## src/rtl/mec_pkg.sv

```systemverilog
`timescale 1ns / 1ps
// shared types and constants for the mandelbrot escape counter
// no dependencies

package mec_pkg;

	localparam int COORD_W = 32;
	localparam int CNT_W = 16;
	localparam int CFG_W = 16;
	localparam int LIMB_W = 32;

	localparam int FRAC_BITS_DEF = 28;
	localparam int COUNT_BITS_DEF = 16;

	localparam logic [CFG_W-1:0] MAX_ITER_RST = 16'd256;

	localparam int TAG_W = 2;
	localparam logic [TAG_W-1:0] TAG_XX = 2'd0;
	localparam logic [TAG_W-1:0] TAG_YY = 2'd1;
	localparam logic [TAG_W-1:0] TAG_XY = 2'd2;
	localparam logic [TAG_W-1:0] TAG_NONE = 2'd3;

	typedef struct packed {
		logic start;
		logic [TAG_W-1:0] tag;
	} mul_req_t;

	typedef struct packed {
		logic done;
		logic [TAG_W-1:0] tag;
	} mul_rsp_t;

endpackage

```

## src/rtl/mec_mul.sv

```systemverilog
`timescale 1ns / 1ps
// shared signed fixed-point multiplier, one limb product per cycle
// magnitude product truncated to FRAC_BITS fraction bits, then signed
// depends on mec_pkg

module mec_mul #(
	parameter int FRAC_BITS = mec_pkg::FRAC_BITS_DEF,
	parameter int OP_W = 32,
	parameter int PROD_W = 35
) (
	input  logic clk,
	input  logic arst_n,
	input  mec_pkg::mul_req_t req,
	input  logic signed [OP_W-1:0] a,
	input  logic signed [OP_W-1:0] b,
	output logic ready,
	output mec_pkg::mul_rsp_t rsp,
	output logic signed [PROD_W-1:0] res
);

	localparam int LW_BITS = mec_pkg::LIMB_W;
	localparam int NL = (OP_W + LW_BITS - 1) / LW_BITS;
	localparam int AW = NL * LW_BITS;
	localparam int ACC_W = 2 * AW;
	localparam int PPW = 2 * LW_BITS;
	localparam int LW = (NL > 1) ? $clog2(NL) : 1;

	logic [OP_W-1:0] a_u, b_u, abs_a, abs_b;
	logic [AW-1:0] mag_a_q, mag_b_q;
	logic neg_q;
	logic [mec_pkg::TAG_W-1:0] tag_q;
	logic act_q;
	logic [LW-1:0] ia_q, ib_q;
	logic last;
	logic [LW_BITS-1:0] limb_a, limb_b;

	logic v_s1, first_s1, last_s1, neg_s1;
	logic [PPW-1:0] pp_s1;
	logic [LW:0] sh_s1;
	logic [mec_pkg::TAG_W-1:0] tag_s1;

	logic v_s2, neg_s2;
	logic [mec_pkg::TAG_W-1:0] tag_s2;
	logic [ACC_W-1:0] acc_q, acc_base, acc_shr;
	logic [PROD_W-1:0] mag;

	assign a_u = a;
	assign b_u = b;
	assign abs_a = a_u[OP_W-1] ? (~a_u + OP_W'(1)) : a_u;
	assign abs_b = b_u[OP_W-1] ? (~b_u + OP_W'(1)) : b_u;

	assign last = (ia_q == LW'(NL - 1)) && (ib_q == LW'(NL - 1));
	assign ready = !act_q || last;

	assign limb_a = mag_a_q[ia_q * LW_BITS +: LW_BITS];
	assign limb_b = mag_b_q[ib_q * LW_BITS +: LW_BITS];

	always_ff @(posedge clk or negedge arst_n) begin
		if (!arst_n) begin
			act_q <= 1'b0;
			ia_q <= '0;
			ib_q <= '0;
			v_s1 <= 1'b0;
			v_s2 <= 1'b0;
		end else begin
			if (req.start && ready) begin
				act_q <= 1'b1;
				ia_q <= '0;
				ib_q <= '0;
			end else if (act_q) begin
				if (last) begin
					act_q <= 1'b0;
				end else if (ib_q == LW'(NL - 1)) begin
					ib_q <= '0;
					ia_q <= ia_q + LW'(1);
				end else begin
					ib_q <= ib_q + LW'(1);
				end
			end
			v_s1 <= act_q;
			v_s2 <= v_s1 && last_s1;
		end
	end

	// operand capture and limb products
	always_ff @(posedge clk) begin
		if (req.start && ready) begin
			mag_a_q <= AW'(abs_a);
			mag_b_q <= AW'(abs_b);
			neg_q <= a_u[OP_W-1] ^ b_u[OP_W-1];
			tag_q <= req.tag;
		end
		if (act_q) begin
			pp_s1 <= PPW'(limb_a) * PPW'(limb_b);
			sh_s1 <= (LW + 1)'(ia_q) + (LW + 1)'(ib_q);
			first_s1 <= (ia_q == '0) && (ib_q == '0);
			last_s1 <= last;
			neg_s1 <= neg_q;
			tag_s1 <= tag_q;
		end
	end

	assign acc_base = first_s1 ? '0 : acc_q;

	// accumulation of shifted limb products
	always_ff @(posedge clk) begin
		if (v_s1) begin
			acc_q <= acc_base + (ACC_W'(pp_s1) << (sh_s1 * LW_BITS));
			if (last_s1) begin
				neg_s2 <= neg_s1;
				tag_s2 <= tag_s1;
			end
		end
	end

	assign acc_shr = acc_q >> FRAC_BITS;
	assign mag = acc_shr[PROD_W-1:0];
	assign res = neg_s2 ? (~mag + PROD_W'(1)) : mag;

	assign rsp.done = v_s2;
	assign rsp.tag = tag_s2;

endmodule

```

## src/rtl/mandelbrot_escape_count_top.sv

```systemverilog
`timescale 1ns / 1ps
// mandelbrot escape counter: sequencer, point registers and result register
// instantiates mec_mul, depends on mec_pkg
//
// channel   direction  handshake             payload
// in        input      in_valid / in_stall   c_real, c_imag
// out       output     out_valid / out_stall remaining_count
// cfg       input      cfg_valid / cfg_ready cfg_data (max_iterations)
//
// one pass (x*x, y*y, x*y through the single shared multiplier, then the
// escape test and update) runs each multiply as S limb products, S = 1
// up to FRAC_BITS 28; in_stall is high from accept until the result
// enters the output register
// the output register holds a result under out_stall while a new point runs
// max_iterations resets to 256

module mandelbrot_escape_count_top #(
	parameter int FRAC_BITS = mec_pkg::FRAC_BITS_DEF,
	parameter int COUNT_BITS = mec_pkg::COUNT_BITS_DEF
) (
	input  logic clk,
	input  logic arst_n,
	input  logic in_valid,
	output logic in_stall,
	input  logic signed [mec_pkg::COORD_W-1:0] c_real,
	input  logic signed [mec_pkg::COORD_W-1:0] c_imag,
	output logic out_valid,
	input  logic out_stall,
	output logic [mec_pkg::CNT_W-1:0] remaining_count,
	input  logic cfg_valid,
	output logic cfg_ready,
	input  logic [mec_pkg::CFG_W-1:0] cfg_data
);

	localparam int XW = (FRAC_BITS + 4 > mec_pkg::COORD_W) ? FRAC_BITS + 4 : mec_pkg::COORD_W;
	localparam int PW = ((62 - FRAC_BITS > FRAC_BITS + 6) ? 62 - FRAC_BITS : FRAC_BITS + 6) + 2;
	localparam int SUM_W = PW + 2;
	localparam int CW = COUNT_BITS;

	localparam logic [1:0] ST_IDLE = 2'd0;
	localparam logic [1:0] ST_RUN = 2'd1;
	localparam logic [1:0] ST_DEC = 2'd2;
	localparam logic [1:0] ST_HOLD = 2'd3;

	localparam logic signed [SUM_W-1:0] FOUR = SUM_W'(4) << FRAC_BITS;

	logic [1:0] state_q;
	logic [mec_pkg::TAG_W-1:0] issue_q;
	logic [mec_pkg::CFG_W-1:0] max_q;
	logic out_valid_q;
	logic [mec_pkg::CNT_W-1:0] out_cnt_q;

	logic signed [XW-1:0] cx_q, cy_q, x_q, y_q;
	logic signed [PW-1:0] x2_q, y2_q, xy_q;
	logic [CW-1:0] cnt_q, cnt_start;
	logic [31:0] max_ext, cnt_ext;

	logic in_acc, slot_free, go_on, load_out;
	logic signed [SUM_W-1:0] mag2, x_nxt, y_nxt;

	mec_pkg::mul_req_t mul_req;
	mec_pkg::mul_rsp_t mul_rsp;
	logic mul_ready;
	logic signed [XW-1:0] mul_a, mul_b;
	logic signed [PW-1:0] mul_res;

	mec_mul #(
		.FRAC_BITS(FRAC_BITS),
		.OP_W(XW),
		.PROD_W(PW)
	) u_mul (
		.clk(clk),
		.arst_n(arst_n),
		.req(mul_req),
		.a(mul_a),
		.b(mul_b),
		.ready(mul_ready),
		.rsp(mul_rsp),
		.res(mul_res)
	);

	assign in_stall = (state_q != ST_IDLE);
	assign in_acc = in_valid && !in_stall;
	assign cfg_ready = 1'b1;
	assign out_valid = out_valid_q;
	assign remaining_count = out_cnt_q;

	assign max_ext = 32'(max_q);
	assign cnt_start = (max_ext[CW-1:0] == '0) ? CW'(1) : max_ext[CW-1:0];
	assign cnt_ext = 32'(cnt_q);

	assign mul_req.start = (state_q == ST_RUN) && (issue_q != mec_pkg::TAG_NONE);
	assign mul_req.tag = issue_q;

	always_comb begin
		case (issue_q)
			mec_pkg::TAG_XX: begin
				mul_a = x_q;
				mul_b = x_q;
			end
			mec_pkg::TAG_YY: begin
				mul_a = y_q;
				mul_b = y_q;
			end
			default: begin
				mul_a = x_q;
				mul_b = y_q;
			end
		endcase
	end

	// escape test and next point
	assign mag2 = SUM_W'(x2_q) + SUM_W'(y2_q);
	assign x_nxt = SUM_W'(x2_q) - SUM_W'(y2_q) + SUM_W'(cx_q);
	assign y_nxt = (SUM_W'(xy_q) <<< 1) + SUM_W'(cy_q);
	assign go_on = (mag2 < FOUR) && (cnt_q > CW'(1));

	assign slot_free = !out_valid_q || !out_stall;
	assign load_out = (((state_q == ST_DEC) && !go_on) || (state_q == ST_HOLD)) && slot_free;

	always_ff @(posedge clk or negedge arst_n) begin
		if (!arst_n) begin
			state_q <= ST_IDLE;
			issue_q <= mec_pkg::TAG_NONE;
			max_q <= mec_pkg::MAX_ITER_RST;
			out_valid_q <= 1'b0;
		end else begin
			if (cfg_valid && cfg_ready) begin
				max_q <= cfg_data;
			end
			if (load_out) begin
				out_valid_q <= 1'b1;
			end else if (!out_stall) begin
				out_valid_q <= 1'b0;
			end
			if (mul_req.start && mul_ready) begin
				issue_q <= issue_q + mec_pkg::TAG_W'(1);
			end
			case (state_q)
				ST_IDLE: begin
					if (in_acc) begin
						state_q <= ST_RUN;
						issue_q <= mec_pkg::TAG_XX;
					end
				end
				ST_RUN: begin
					if (mul_rsp.done && (mul_rsp.tag == mec_pkg::TAG_XY)) begin
						state_q <= ST_DEC;
					end
				end
				ST_DEC: begin
					if (go_on) begin
						state_q <= ST_RUN;
						issue_q <= mec_pkg::TAG_XX;
					end else if (slot_free) begin
						state_q <= ST_IDLE;
					end else begin
						state_q <= ST_HOLD;
					end
				end
				ST_HOLD: begin
					if (slot_free) begin
						state_q <= ST_IDLE;
					end
				end
				default: begin
					state_q <= ST_IDLE;
				end
			endcase
		end
	end

	always_ff @(posedge clk) begin
		if (in_acc) begin
			cx_q <= XW'(c_real);
			cy_q <= XW'(c_imag);
			x_q <= XW'(c_real);
			y_q <= XW'(c_imag);
			cnt_q <= cnt_start;
		end
		if (mul_rsp.done) begin
			case (mul_rsp.tag)
				mec_pkg::TAG_XX: x2_q <= mul_res;
				mec_pkg::TAG_YY: y2_q <= mul_res;
				default: xy_q <= mul_res;
			endcase
		end
		if ((state_q == ST_DEC) && go_on) begin
			x_q <= x_nxt[XW-1:0];
			y_q <= y_nxt[XW-1:0];
			cnt_q <= cnt_q - CW'(1);
		end
		if (load_out) begin
			out_cnt_q <= cnt_ext[mec_pkg::CNT_W-1:0];
		end
	end

	a_accept_starts_run: assert property (@(posedge clk) disable iff (!arst_n)
		in_acc |=> (state_q == ST_RUN))
		else $error("accepted request did not start a run");

	a_mul_done_in_run: assert property (@(posedge clk) disable iff (!arst_n)
		mul_rsp.done |-> (state_q == ST_RUN))
		else $error("multiplier result outside a run");

	a_dec_after_xy: assert property (@(posedge clk) disable iff (!arst_n)
		(state_q == ST_DEC) |-> $past(mul_rsp.done && (mul_rsp.tag == mec_pkg::TAG_XY)))
		else $error("escape test without fresh cross product");

	a_count_nonzero: assert property (@(posedge clk) disable iff (!arst_n)
		out_valid |-> (remaining_count != '0))
		else $error("remaining count of zero");

endmodule

```

## config.mk

```make
export PLATFORM = sky130hd
export DESIGN_NAME = mandelbrot_escape_count_top
export DESIGN_NICKNAME = d
export VERILOG_FILES = /design/src/rtl/mec_pkg.sv /design/src/rtl/mec_mul.sv /design/src/rtl/mandelbrot_escape_count_top.sv
export SDC_FILE = /design/constraint.sdc
export NUM_CORES = 2
export LEC_CHECK = 0
export CAP_MARGIN = 20
export CELL_PAD_IN_SITES_DETAIL_PLACEMENT = 1
export CELL_PAD_IN_SITES_GLOBAL_PLACEMENT = 1
export CORE_UTILIZATION = 40
export CTS_CLUSTER_SIZE = 14
export DETAILED_ROUTE_END_ITERATION = 6
export DONT_BUFFER_PORTS = 1
export MAX_ROUTING_LAYER = met4
export PLACE_DENSITY = 0.7
export REMOVE_ABC_BUFFERS = 1
export SYNTH_ARGS = -nofsm -noshare
export SYNTH_HDL_FRONTEND = slang
export SYNTH_SLANG_ARGS = --single-unit
```

## constraint.sdc

```tcl
create_clock -name clk -period 11.08 [get_ports clk]
set_input_delay 0.554 -clock clk [delete_from_list [all_inputs] [get_ports clk]]
set_output_delay 0.554 -clock clk [all_outputs]
set_load 0.005 [all_outputs]
```

Word level (Yosys, flattened, before mapping):

Cells that the tools add are included.

* shift-type cells: 3
* bitwise logic cells: 7
* reduce and logical (&&, ||, !) cells: 33
* eq/ne operators: 13
* muxes and demuxes: 36
* multiply operators: 1
* add/subtract/negate cells: 13
* order comparisons: 2

Operator list (count)
* $mux W32: 6
* $add A32 B1 Y32 const B: 2
* $add A32 B32 Y32: 2
* $add A64 B64 Y64: 1
* $mul A32 B32 Y64: 1
* $mux W64: 1
* $not A32 Y32: 2
* $shiftx A32 B7 Y32: 2
* $shl A64 B7 Y64: 1
* $mux W31: 2
* $mux W16: 3
* $add A36 B36 Y37: 1
* $lt A37 B32 Y1 const B: 1
* $add A36 B1 Y36 const B: 1
* $mux W36: 1
* $not A36 Y36: 1
* $sub A32 B32 Y32: 1
* $gt A16 B1 Y1 const B: 1
* $logic_not A16 Y1: 1
* $mux W2: 8
* $sub A16 B1 Y16 const B: 1
* $mux W1: 13
* $logic_and A1 B1 Y1: 10
* $ne A2 B2 Y1 const B: 5
* other kinds (17): 40

* word-level logic and storage cells: 140
* input bits: 85
* register bits: 493
* output and inout port bits: 19

Logic depth before layout (Yosys ltp):

* depth in word-level cells: 8
* mapped depth: 31

By module:

A second synthesis with hierarchy kept.

* cell total of the unflattened synthesis: 6271
* area total of the unflattened synthesis: 63320.7 um^2

Modules (own cells, without submodules)
* mec_mul: cells an instance 4969, area an instance 46673.5 um^2, times used 1
* mandelbrot_escape_count_top: cells an instance 1302, area an instance 16647.2 um^2, times used 1

Worst setup path before layout:

OpenSTA, ideal clock, no wires.

* kind: register -> register
* from: register u_mul.ia_q
* to: register u_mul.pp_s1[56], data pin
* buffers on the path: 2
* stages on the path, launching flop included: 27
* setup time: 0.263 ns
* period minus slack after synthesis: 8.148 ns
* setup slack: 2.932 ns
* arrival time: 7.885 ns
* path through: dfrtp_1 clkbuf_1 nor2b_1 clkbuf_1 and2_1 fa_1 inv_1 fa_1 fa_1 fa_1 inv_1 fa_1 inv_1 fa_1 inv_1 fa_1 fa_1 ha_1 nand2_2 or4_4 o32a_1 o41ai_4 a21oi_2 o21a_4 o31ai_4 a41oi_1 xnor2_1

* word-level cells in the longest chain between the ends: 2

RTL lines
* start, declared: RTL line mec_mul.sv:33 `logic [LW-1:0] ia_q, ib_q;`
* start signal, assigned: RTL line mec_mul.sv:75 `ia_q <= ia_q + LW'(1);`
* $shiftx A32 B7 Y32: RTL line mec_mul.sv:55 `assign limb_a = mag_a_q[ia_q * LW_BITS +: LW_BITS];`
* $mul A32 B32 Y64: RTL line mec_mul.sv:94 `pp_s1 <= PPW'(limb_a) * PPW'(limb_b);`
* end signal, assigned: RTL line mec_mul.sv:94
* end, declared: RTL line mec_mul.sv:38 `logic [PPW-1:0] pp_s1;`

No other way between the ends.
A chain may end at the register's enable or synchronous reset.

Final worst setup path:

* from: register u_mul.ia_q
* to: register u_mul.pp_s1[61], data pin

The elaborated chain is that of the path after synthesis.

==> metrics.txt <==
status finished, final reports clean; Final Util 0.4344; WS Path Type reg2reg; hold crit path type in2reg; Post-synth top cells 1051 x inv_1, 929 x fa_1, 609 x and2_1, 571 x nand2_1, 466 x edfxtp_1; final-report hold violation count 0; slowest CP cell dfrtp_2; Layout Skew 0.05023 ns; Worst Hold Slack 0.05364 ns; Num CTS Buffers 53; startpoint types flop; Die Height 395.5 µm; largest area contributor in the netlist fa_1; fraction of layout cells with a size suffix above 1 0.06326; Reg2Reg Launch Point u_mul.ia_q; CTS tree yes; vias per cell 5.393; Cell Area, Synth 61930 µm²; post-route minimum period 9.443 ns; Async SR Flop Fraction 0.05092; most used cell, CP fa_1; Sink Count 491; CP Data Required Time 11.47 ns; clock root buffer clkbuf_16; sequential share of the synthesized area 0.2361; DIE AREA 156400 µm²; Synth Flop Type edfxtp_1; reg-to-reg endpoint u_mul.pp_s1[61]; Slew headroom 0.2935; Hold Crit Start cfg_valid; Worst R2R Path Depth 28; gp weighted congestion 0.8900; Setup-failing EPs final 0; first-pass GRT wire length 299500 µm; Achievable Freq 105.9 MHz; worst slew pin tran 1.060 ns; DRT antenna net count 0; cell with the most instances after synthesis inv_1; Crit path arrival time 9.83 ns; initial core utilization 0.4025; Final HPWL DP 148400 µm; DR DRC count 0; cell count after synthesis 6106; Worst Hold End max_q[1]; Core Rows 144; R2R Setup Slk 1.64 ns; Yosys reg bits 491; Slew Limit Fails 0; chip width 395.5 µm; vias in the first global route 49373; Synth cell types 93; final worst path period share 0.8522; worst-path maximum fanout 20; post-CTS sizing 0; Worst Hold Path Cells 2; Syn-to-layout area delta 7.942%; worst-skew pair later-pin latency 0.65 ns; RSZ-0062 raised after global routing no; antenna violations before repair 16; Buf/Inv on CP 6; core area 153900 µm²; clk slew on worst S/H paths 0.06 ns; crit path capture type flop; I/O Buffers 0; grt total ovfl 0; Post-Route WL 192700 µm; Setup TNS 0 ns; critical path's top delay family adder cells; CTS max path bufs 3; DR WL/cell 23.61 µm; largest net degree at the start of global routing 66; DRT Pass-1 Iters 5; Synth area leaders fa_1 30%, edfxtp_1 23%, ha_1 8.7%, inv_1 6.4%, and2_1 6.2%; area share of the largest cell type after synthesis 0.3003; CP peak stage delay 0.64 ns; via count 44016; EDFF count, synth 466; I/O pins 104; H-tree Lvls 2; Yosys warning count 0; initial DRC count 2877; Mapped Avg Cell Area 10.14 µm²; Tot GR Track Use 0.2575; Max-cap violations 0; nets 7505
-- cell usage in the layout, fill, tap and decap left out, drive strengths merged, types with 16 or more instances in the layout --
cell type,count
a21o,95
ha,432
and3,32
o31ai,26
buf,97
xor2,86
clkbuf,65
xnor2,194
nand2,574
a211oi,23
nor3,45
nor2b,151
mux2i,69
nand4,24
nor2,154
o21a,35
dlygate4sd3,66
mux2,130
diode,16
dfrtp,22
inv,1052
fa,929
o21bai,32
a21oi,227
edfxtp,466
o21ai,133
clkinv,16
nand2b,33
nand3,50
and2,609
a31oi,32
-- worst max path at each step --
stage | from | endpoint | slack [ns] | cells past startpoint
after detailed placement | u_mul.ia_q | u_mul.pp_s1[61] | 1.76 | 28
after floorplan | u_mul.ia_q | u_mul.pp_s1[56] | 2.35 | 24
final | u_mul.ia_q | u_mul.pp_s1[61] | 1.64 | 28
after global routing | u_mul.ia_q | u_mul.pp_s1[59] | 1.19 | 28
after CTS | u_mul.ia_q | u_mul.pp_s1[61] | 1.73 | 28
after global placement | u_mul.ia_q | u_mul.pp_s1[59] | 1.75 | 27
-- kinds of logic after synthesis --
logic type	count (synthesis)	synth area share
AOI/OAI and AO/OA	720	0.07587
xor gates and xnor gates	280	0.03960
adders and majority gates	1361	0.3876
buffers and inverters	1316	0.08037
DFF	491	0.2361
muxes	199	0.03491
other	1	0.00006055
and+or+nand+nor	1738	0.1455
-- repair_timing --
item | CTS | global route
hold buffers | 67 | 0
endpoints found under the hold margin | 90 | 0
buffers inserted | 0 | 0
-- per-stage QoR --
step | instance area [µm²] | instances | setup slack (ns)
2_1_floorplan | 60900 | 5841 | 2.353
3_3_place_gp | 64310 | 7978 | 1.750
3_5_place_dp | 64330 | 7979 | 1.758
4_1_cts | 66760 | 8144 | 1.732
5_1_grt | 66840 | 8158 | 1.189
6_report | 66850 | 8162 | 1.637
-- layout make-up --
| cell class | instances | area [µm²] |
|---|---|---|
| tap | 2044 | 2557 |
| clock buffer | 65 | 1381 |
| fill | 17179 | 87020 |
| sequential | 491 | 14630 |
| multi-input combinational | 4299 | 42460 |
| clock inverter | 33 | 371.6 |
| inverter | 1051 | 3945 |
| antenna | 16 | 40.04 |
| timing repair buffer | 163 | 1466 |
-- registers in the layout, summed over array words and instances, names as in the netlist, 31 cells and up --
register / flops
u_mul.acc_q: 64
u_mul.pp_s1: 64
x2_q: 36
y2_q: 36
cx_q: 32
cy_q: 32
u_mul.mag_a_q: 32
u_mul.mag_b_q: 32
x_q: 32
y_q: 32
xy_q: 31
-- layer usage --
metal  global-route usage  wire length [µm]  vias up  part of all wire
met5                    -                 0        -                 0
met3              0.02640              8932      290             0.046
met1               0.3237             80810    23212              0.42
met2               0.4307             95290     1096              0.49
met4              0.09184              7672        0             0.040
li1                     -                 -    19418                 -
Power is left out: the tool's default activity adds up to more than one toggle a clock period on the data nets, which glitch-free logic cannot reach.
